`src/hw/rtl/flow_tracking_table_core_defines.svh`:
```
`ifndef FLOW_TRACKING_TABLE_CORE_DEFINES_SVH
`define FLOW_TRACKING_TABLE_CORE_DEFINES_SVH

`ifndef SYNTHESIS

`define FTT_ASSERT(lbl, clk, rst, prop, msg) \
  lbl: assert property (@(posedge clk) disable iff (rst) prop) else $error(msg);

`define FTT_NEVER(lbl, clk, rst, expr, msg) \
  lbl: assert property (@(posedge clk) disable iff (rst) !(expr)) else $error(msg);

`else

`define FTT_ASSERT(lbl, clk, rst, prop, msg)

`define FTT_NEVER(lbl, clk, rst, expr, msg)

`endif

`endif

```
`src/hw/rtl/ftt_pkg.sv`:
```
package ftt_pkg;

  localparam int TABLE_ENTRIES = 64;
  localparam int IDX_W = $clog2(TABLE_ENTRIES);
  localparam int CNT_W = IDX_W + 1;

  localparam logic [7:0] FLAG_SYN = 8'h02;
  localparam logic [7:0] FLAG_ACK = 8'h10;
  localparam logic [7:0] FLAG_FIN = 8'h01;
  localparam logic [7:0] FLAG_RST = 8'h04;

  localparam logic [2:0] CS_UNKNOWN     = 3'd0;
  localparam logic [2:0] CS_SYN_SENT    = 3'd1;
  localparam logic [2:0] CS_ESTABLISHED = 3'd2;
  localparam logic [2:0] CS_FIN_WAIT    = 3'd3;
  localparam logic [2:0] CS_CLOSING     = 3'd4;
  localparam logic [2:0] CS_RESET       = 3'd5;
  localparam logic [2:0] CS_UDP         = 3'd6;

  typedef struct packed {
    logic        udp;
    logic [31:0] lo_addr;
    logic [31:0] hi_addr;
    logic [31:0] ports;
  } key_t;

  typedef struct packed {
    key_t        key;
    logic [7:0]  flags;
    logic [15:0] len;
    logic [31:0] ts;
  } item_t;

  typedef struct packed {
    logic [31:0] pkts;
    logic [47:0] bytes;
    logic [31:0] first;
    logic [31:0] last;
    logic [2:0]  cstate;
  } entry_t;

  typedef struct packed {
    logic full;
    logic empty;
  } q_status_t;

  typedef enum logic [1:0] {ST_IDLE, ST_SCAN, ST_FETCH, ST_UPD} back_state_t;

  localparam int KEY_W = $bits(key_t);
  localparam int ENTRY_W = $bits(entry_t);

  function automatic logic [2:0] next_tcp_state(input logic [2:0] cur, input logic [7:0] f);
    logic [2:0] r;
    r = cur;
    if ((f & FLAG_RST) != 8'h00) r = CS_RESET;
    else if ((f & FLAG_FIN) != 8'h00 && (f & FLAG_ACK) != 8'h00) r = CS_CLOSING;
    else if ((f & FLAG_FIN) != 8'h00) r = CS_FIN_WAIT;
    else if ((f & FLAG_SYN) != 8'h00 && (f & FLAG_ACK) != 8'h00) r = CS_ESTABLISHED;
    else if ((f & FLAG_SYN) != 8'h00) r = CS_SYN_SENT;
    else if ((f & FLAG_ACK) != 8'h00 && (cur == CS_SYN_SENT || cur == CS_UNKNOWN))
      r = CS_ESTABLISHED;
    return r;
  endfunction

endpackage

```
`src/hw/rtl/ftt_queue.sv`:
```
module ftt_queue import ftt_pkg::*; (
  input  logic      clk,
  input  logic      rst,
  input  logic      push,
  input  item_t     push_item,
  input  logic      pop,
  output item_t     pop_item,
  output q_status_t q_status
);

  item_t      slots [2];
  logic       wr_ptr;
  logic       rd_ptr;
  logic [1:0] count;

  assign q_status.full  = (count == 2'd2);
  assign q_status.empty = (count == 2'd0);
  assign pop_item = slots[rd_ptr];

  always_ff @(posedge clk) begin
    if (push) begin
      slots[wr_ptr] <= push_item;
    end
    if (rst) begin
      wr_ptr <= 1'b0;
      rd_ptr <= 1'b0;
      count  <= 2'd0;
    end else begin
      if (push) wr_ptr <= ~wr_ptr;
      if (pop) rd_ptr <= ~rd_ptr;
      count <= count + 2'(push) - 2'(pop);
    end
  end

endmodule

```
`config.mk`:
```
export PLATFORM = sky130hd
export DESIGN_NAME = ftt_queue
export DESIGN_NICKNAME = d
export VERILOG_FILES = /design/src/hw/rtl/flow_tracking_table_core_defines.svh /design/src/hw/rtl/ftt_pkg.sv /design/src/hw/rtl/ftt_queue.sv
export SDC_FILE = /design/constraint.sdc
export NUM_CORES = 1
export LEC_CHECK = 0
export BUFFER_PORTS_ARGS = -buffer_cell sky130_fd_sc_hd__buf_4
export CORE_AREA = 2 2 169 171
export DETAILED_ROUTE_END_ITERATION = 12
export DIE_AREA = 0 0 171 173
export PLACE_DENSITY = 0.69
export SLEW_MARGIN = 10
export SYNTH_ARGS = -nofsm -noshare
export SYNTH_HDL_FRONTEND = slang
export SYNTH_SLANG_ARGS = --single-unit
```
`constraint.sdc`:
```
create_clock -name clk -period 21.8 [get_ports clk]
set_input_delay 3.27 -clock clk [delete_from_list [all_inputs] [get_ports clk]]
set_output_delay 3.27 -clock clk [all_outputs]
set_load 0.1 [all_outputs]
```
==> reports/metrics.yaml <==
outcome: "complete, no violations"
power_density_nw_per_um2: 105.4
drt-initial-drc-count: 353
post_cts_resize_count: 0
diodes: 0
max_freq_mhz: 166.8
cp_data_arrival_time_ns: 2.72
end_kind: "primary output"
slew_viol_final: 0
post-route-min-period_ns: 5.994
worstSetupPathType: "reg -> out"
hp-class: "reg -> reg"
dpl.cell_count: 1175
grt_max_degree: 76
cap_violations: 0
total_leakage_power_nw: 5.807
rsz0062_at_grt: "no"
cts_tree: "built"
worstMarginPinSlew_ns: 1.163
clkTransAtPathRegs_ns: 0.06
dp_hpwl_um: 15350
num_vias: 5744
power_mw: 1.603
cts_buffer_depth: 3
rows: 61
num_io_pins: 312
cts_buffers: 31
io_buffer_count: 311
max_slew_margin_pct: 22.48
worst_ep_required_time_ns: 18.53
hp-start: "rd_ptr"
start_util_pct: 41.74
synth.net_count: 656
clk_latency_ns: 0.54
finalCritPeriodShare_pct: 27.49
final-hold-violation-count: 0
skew_ns: 0.008325
rrSetupSlack_ns: 19.60
wl_per_cell_um: 18.71
critPathMaxFanout: 68
syn2layout_area_growth_pct: 31.85
grt.total_usage_pct: 14.85
fin_cells: 1231
root_buffer: "clkbuf_16"
ys.warnings.count: 0
synth.avg_cell_area_um2: 23.20
synth_seq_cells: 311
cp-start-kind: "flip-flop"
ctsHtreeMaxLevel: 1
antenna_left: 0
nets: 989
synth-edff-count: 306
hold_buffers: 0
antenna_found_initial: 0
grt-ovfl-total: 0
die_y_um: 173
gp_congestion: 0.7828
grt_pass1_wl_um: 33800
yosysSeqAreaShare_pct: 80.55
synth-async-reset-ratio_pct: 0
r2r-start: "wr_ptr"
drc: 0
setup_tns_ns: 0
synth_area_um2: 11530
viasPerCell: 4.666
die_x_um: 171
grt_pass1_vias: 6043
setup_viol: 0
drive_above_1_share_pct: 60.61
synth.distinct_cells: 13
dieArea_um2: 29580
vdd_ir_drop_max_uv: 79.88
dr.pass1.iters: 4
drt-total-wl_um: 23030
final_util_pct: 55.04
cts_setup_buffers: 0
synthCells: 497
clock-sinks: 311
synth_ff_type: "edfxtp_1"
core_um2: 27630
-- state kept, by name, indices dropped and copies added (netlist names), named ones only --
signal / count
slots: 306
wr_ptr: 1
count: 2
rd_ptr: 1
-- layout make-up --
cell class	count	area, um2
clock buffer	44	864.6
multi-input combinational	167	2105
fill	2184	12420
tap	378	473.0
timing repair buffer	317	2380
clock inverter	12	83.83
inverter	2	7.507
sequential	311	9293
-- critical path, stage by stage (launching register included) --
cell and delay [ns]:
dfxtp_4 0.55, buf_4 0.82, mux2_2 0.43, buf_4 0.23
-- metal layers --
metal  GRT usage, %  part of all wire (%)
met1          17.28                    38
met2          25.13                    48
met3          5.653                    10
met4          5.049                   3.0
met5              0                     0
-- kinds of logic after synthesis --
| logic type | Yosys count | synth area share, % |
|---|---|---|
| mux | 153 | 17.22 |
| flops | 311 | 80.55 |
| xor+xnor | 3 | 0.3472 |
| simple gates | 9 | 0.3798 |
| fa+ha+maj | 2 | 0.2170 |
| buf+inv | 19 | 1.291 |
-- stage by stage --
step / hold WS, ns / area (um2) / worst slack, ns
2_1_floorplan: 0.4799 / 11530 / 11.23
3_3_place_gp: 0.5018 / 14260 / 16.35
3_5_place_dp: 0.5015 / 14260 / 16.32
4_1_cts: 0.5183 / 15210 / 15.74
5_1_grt: 0.5564 / 15210 / 15.66
6_report: 0.5140 / 15210 / 15.81
-- cell usage in the layout (no fill, tap or decap), drive strengths merged --
| master | instances |
|---|---|
| nor2b | 3 |
| edfxtp | 306 |
| nor2 | 5 |
| xnor2 | 2 |
| ha | 2 |
| and2 | 1 |
| buf | 317 |
| xnor3 | 1 |
| dfxtp | 5 |
| inv | 2 |
| mux2 | 153 |
| clkinv | 10 |
| clkbuf | 44 |
| clkinvlp | 1 |
| bufinv | 1 |
-- power breakdown --
group,internal [mW],leakage (nW),switching (mW)
clock network,0.285,0.468,0.205
registers,0.699,2.91,0.0108
logic,0.102,2.42,0.301
total,1.09,5.81,0.517
-- synthesized netlist by cell type (2+ instances only) --
master      n  area (um2)
nor2_1      5       18.77
ha_1        2       25.02
edfxtp_1  306        9189
dfxtp_1     5       100.1
nor2b_1     3       18.77
mux2_4     70        1051
mux2_2     83       934.7
buf_2       8       40.04
inv_1       2       7.510
xnor2_1     2       17.52
buf_6       9       101.4
-- worst paths after layout --
path                                 endpoint  cells past startpoint
worst max-delay path             pop_item[72]                      3
worst max register to register  slots[0][117]                      2
worst min register to register      flip-flop                      2
worst min-delay path                flip-flop                      2
(Power assumes the default switching activity.)
