File: src/hw/rtl/flow_tracking_table_core_defines.svh
`ifndef FLOW_TRACKING_TABLE_CORE_DEFINES_SVH
`define FLOW_TRACKING_TABLE_CORE_DEFINES_SVH

`ifndef SYNTHESIS

`define FTT_ASSERT(lbl, clk, rst, prop, msg) \
  lbl: assert property (@(posedge clk) disable iff (rst) prop) else $error(msg);

`define FTT_NEVER(lbl, clk, rst, expr, msg) \
  lbl: assert property (@(posedge clk) disable iff (rst) !(expr)) else $error(msg);

`else

`define FTT_ASSERT(lbl, clk, rst, prop, msg)

`define FTT_NEVER(lbl, clk, rst, expr, msg)

`endif

`endif

File: src/hw/rtl/ftt_pkg.sv
package ftt_pkg;

  localparam int TABLE_ENTRIES = 64;
  localparam int IDX_W = $clog2(TABLE_ENTRIES);
  localparam int CNT_W = IDX_W + 1;

  localparam logic [7:0] FLAG_SYN = 8'h02;
  localparam logic [7:0] FLAG_ACK = 8'h10;
  localparam logic [7:0] FLAG_FIN = 8'h01;
  localparam logic [7:0] FLAG_RST = 8'h04;

  localparam logic [2:0] CS_UNKNOWN     = 3'd0;
  localparam logic [2:0] CS_SYN_SENT    = 3'd1;
  localparam logic [2:0] CS_ESTABLISHED = 3'd2;
  localparam logic [2:0] CS_FIN_WAIT    = 3'd3;
  localparam logic [2:0] CS_CLOSING     = 3'd4;
  localparam logic [2:0] CS_RESET       = 3'd5;
  localparam logic [2:0] CS_UDP         = 3'd6;

  typedef struct packed {
    logic        udp;
    logic [31:0] lo_addr;
    logic [31:0] hi_addr;
    logic [31:0] ports;
  } key_t;

  typedef struct packed {
    key_t        key;
    logic [7:0]  flags;
    logic [15:0] len;
    logic [31:0] ts;
  } item_t;

  typedef struct packed {
    logic [31:0] pkts;
    logic [47:0] bytes;
    logic [31:0] first;
    logic [31:0] last;
    logic [2:0]  cstate;
  } entry_t;

  typedef struct packed {
    logic full;
    logic empty;
  } q_status_t;

  typedef enum logic [1:0] {ST_IDLE, ST_SCAN, ST_FETCH, ST_UPD} back_state_t;

  localparam int KEY_W = $bits(key_t);
  localparam int ENTRY_W = $bits(entry_t);

  function automatic logic [2:0] next_tcp_state(input logic [2:0] cur, input logic [7:0] f);
    logic [2:0] r;
    r = cur;
    if ((f & FLAG_RST) != 8'h00) r = CS_RESET;
    else if ((f & FLAG_FIN) != 8'h00 && (f & FLAG_ACK) != 8'h00) r = CS_CLOSING;
    else if ((f & FLAG_FIN) != 8'h00) r = CS_FIN_WAIT;
    else if ((f & FLAG_SYN) != 8'h00 && (f & FLAG_ACK) != 8'h00) r = CS_ESTABLISHED;
    else if ((f & FLAG_SYN) != 8'h00) r = CS_SYN_SENT;
    else if ((f & FLAG_ACK) != 8'h00 && (cur == CS_SYN_SENT || cur == CS_UNKNOWN))
      r = CS_ESTABLISHED;
    return r;
  endfunction

endpackage

File: src/hw/rtl/ftt_front.sv
module ftt_front import ftt_pkg::*; (
  input  logic        in_valid,
  output logic        in_stall,
  input  logic        req_type,
  input  logic [31:0] source_address,
  input  logic [31:0] dest_address,
  input  logic [15:0] source_port,
  input  logic [15:0] dest_port,
  input  logic [7:0]  tcp_flag_bits,
  input  logic [15:0] packet_length,
  input  logic [31:0] timestamp,
  input  q_status_t   q_status,
  output logic        push,
  output item_t       push_item
);

  logic keep;

  assign keep = (source_address < dest_address) ||
                (source_address == dest_address && source_port < dest_port);

  always_comb begin
    push_item.key.udp = req_type;
    if (keep) begin
      push_item.key.lo_addr = source_address;
      push_item.key.hi_addr = dest_address;
      push_item.key.ports   = {source_port, dest_port};
    end else begin
      push_item.key.lo_addr = dest_address;
      push_item.key.hi_addr = source_address;
      push_item.key.ports   = {dest_port, source_port};
    end
    push_item.flags = tcp_flag_bits;
    push_item.len   = packet_length;
    push_item.ts    = timestamp;
  end

  assign in_stall = q_status.full;
  assign push     = in_valid && !q_status.full;

endmodule

File: config.mk
export PLATFORM = sky130hd
export DESIGN_NAME = ftt_front
export DESIGN_NICKNAME = d
export VERILOG_FILES = /design/src/hw/rtl/flow_tracking_table_core_defines.svh /design/src/hw/rtl/ftt_pkg.sv /design/src/hw/rtl/ftt_front.sv
export SDC_FILE = /design/constraint.sdc
export NUM_CORES = 1
export LEC_CHECK = 0
export BUFFER_PORTS_ARGS = -buffer_cell sky130_fd_sc_hd__buf_2
export CORE_AREA = 2 2 121 123
export DETAILED_ROUTE_END_ITERATION = 10
export DIE_AREA = 0 0 123 125
export SYNTH_ARGS = -nofsm -noshare
export SYNTH_HDL_FRONTEND = slang
export SYNTH_SLANG_ARGS = --single-unit
File: constraint.sdc
create_clock -name vclk -period 2.8
set_clock_uncertainty 0.2 [all_clocks]
set_input_delay 0.14 -clock vclk [all_inputs]
set_output_delay 0.14 -clock vclk [all_outputs]
set_load 0.005 [all_outputs]
==> run_results.csv <==
group,metric,value,unit
outcome,outcome,"finished, violations left",
outcome,violations,"setup timing",
job,drv_cap,0,
floorplanning,core,14200,sq um
sta,rsz0062_at_grt,"true",
route,drt_iter0_drc,358,
sta,slew_viol_final,0,
sta,finalSetupTns,-954,ps
logic_synthesis,synth_warnings,0,
floorplanning,die_y,125,microns
worst_setup_path,endpoint_kind,"output pin",
logic_synthesis,synth.avg_cell_area,6.27,sq um
placed_design,dp_slack,-88.3,ps
sta,slew_headroom,67.0,%
floorplanning,row_count,44,
worst_setup_path,crit_required,2460,ps
floorplanning,die_area,15400,sq um
finish,nFillCells,1512,
route,wl_met1,7.00,mm
global_routing,grt_pass1_wl,23.3,mm
finish,ff_latch_area,0,sq um
route,drt_wl_total,15.9,mm
sta,finalSetupViolCount,54,
floorplanning,io_pins,311,
power_and_ir_drop,p_int,0.544,mW
sta,finalWorstSetupSlack,-58.8,ps
floorplanning,fp.dieW,123,microns
power_and_ir_drop,powerDensity,188,nW/um^2
sta,period_needed,2860,ps
route,dr_wl_met3,956,microns
route,wl_met2,7.71,mm
global_routing,antenna_found_initial,0,
worst_hold_path,hp-class,"in -> out",
power_and_ir_drop,clockPowerShare,0,%
worst_setup_path,path_max_fanout,21,
worst_setup_path,worstPathArrival,2520,ps
floorplanning,initial_utilization,29.6,%
logic_synthesis,synth_area,4200,sq um
worst_setup_path,cp-start-kind,"primary input",
finish,nClkBuffers,0,
finish,nets,1014,
logic_synthesis,ys_seq_area_share,0,%
finish,layout-drive-gt1-share,42.5,%
logic_synthesis,syn_inst,670,
sta,fin_crit_sh,102,%
sta,tightest_slew,489,ps
logic_synthesis,syn_nets,873,
route,via_count,5496,
route,ant_nets,0,
cts,hold_buffers,0,
power_and_ir_drop,peakVddDrop,0.0847,mV
power_and_ir_drop,p_sw_share,49.8,%
logic_synthesis,ys_types,34,
global_routing,overflow,0,
global_routing,grt_usage,17.6,%
placed_design,dp.final_hpwl,11.0,mm
finish,insertedDiodeCount,0,
worst_setup_path,crit_type,"in -> out",
worst_setup_path,critPathLaunch,"dest_address[11]",
worst_hold_path,hold_depth,0,
sta,hold_viol,0,
global_routing,grt_max_degree,49,
route,drcViolationCount,0,
finish,syn_to_final_growth,36.9,%
sta,fmax,350,MHz
power_and_ir_drop,cellLeakagePower,2.91,nW
sta,fin_hold_ws,80.0,ps
placed_design,portBuffers,196,
finish,seq_cells,0,
power_and_ir_drop,combinationalPowerShare,100.0,%
route,viasPerCell,5.53,
global_routing,first_global_vias,4680,
finish,multi_input_area,3540,sq um
route,routedWlPerCell,16.0,microns
power_and_ir_drop,p_sw,0.539,mW
placed_design,routabilityCongestion,0.791,
power_and_ir_drop,seq_power_share,0,%
route,first_pass_iters,7,
worst_hold_path,min_from,"packet_length[4]",
route,routed.top_layer,"met4",
## area by class of cell
class,count,share of cell area (%)
multi-input cells,501,61.6
repair buffers,260,31.1
well taps,184,4.01
inverters,48,3.22
## worst max-delay path, cell delays in order
cell       delay [ps]
buf_8              80
inv_4              30
ha_4              260
nand4_1           160
or4_4             590
a2111oi_4         260
buf_4             180
o2111ai_4         120
buf_12            190
clkbuf_16         190
nand2_1            80
o211ai_1          100
buf_2             150
## cells by family after synthesis
family,Yosys count,share of synthesized area [%]
adder cells (fa/ha/maj),47,14.0
AND/OR/NAND/NOR,321,36.1
buffers and inverters,169,21.6
AO/OA/AOI/OAI,133,28.3
## worst paths after layout
path | end
setup / recovery | push_item[59]
hold / removal | push_item[36]
## power groups by stage
stage	Sequential, mW	Combinational, mW	Clock (mW)
global placement	0	0.981	0
floorplan	0	0.600	0
CTS	0	1.04	0
finish	0	1.08	0
detailed placement	0	0.985	0
global route	0	1.20	0
## Yosys cell counts (all sizes together)
library cell,number,area (sq um)
o21ai,3,15.0
a221o,2,20.0
ha,47,588
nand3,5,25.0
a21boi,1,7.51
a21o,4,30.0
and3,2,12.5
nand2b,1,6.26
buf,76,558
o21a,3,22.5
o2111ai,1,8.76
a211o,1,8.76
nand4,104,657
nor2,1,3.75
nor2b,2,12.5
nand2,201,754
nor4,1,12.5
or4,1,11.3
a21oi,16,80.1
o31ai,1,7.51
a2111oi,1,27.5
or3b,1,8.76
nor3,2,10.0
a211oi,1,12.5
o2111a,1,11.3
o211ai,97,928
a221oi,1,8.76
clkbuf,45,169
inv,48,180
## metal layers
| metal | up-vias | global-route usage, % |
|---|---|---|
| li1 | 2650 | - |
| met1 | 2607 | 24.2 |
| met2 | 211 | 30.2 |
| met3 | 28 | 1.73 |
| met4 | 0 | 2.87 |
| met5 | - | 0 |
## through the flow
stage | total power [mW] | cells | cell area (sq um) | util (%)
floorplan | 0.600 | 670 | 4200 | -
global placement | 0.981 | 976 | 5190 | 36.5
detailed placement | 0.985 | 976 | 5190 | 36.5
CTS | 1.04 | 982 | 5420 | 38.1
global route | 1.20 | 993 | 5750 | 40.5
finish | 1.08 | 993 | 5750 | 40.5
## layout by cell type (no fill, tap or decap), drive strengths merged
master,Yosys,routed
nand2,201,201
o211ai,97,97
o31ai,1,1
nor2,1,1
a2111oi,1,1
nor4,1,1
a221oi,1,1
clkbuf,45,5
nand2b,1,1
inv,48,48
a21boi,1,1
and3,2,2
nor2b,2,2
o21a,3,3
a211o,1,1
nor3,2,2
o21ai,3,3
or4,1,1
o2111ai,1,1
nand3,5,5
a211oi,1,1
nand4,104,104
buf,76,255
a21oi,16,16
or3b,1,1
a221o,2,2
a21o,4,4
o2111a,1,1
ha,47,47
## what timing repair did
item,in CTS,in global routing
gates cloned,1,6
resized for setup,26,35
setup endpoints to repair,94,96
setup buffers,5,5
pin swaps,18,7
Note: power is estimated with default switching activity, not from simulation.
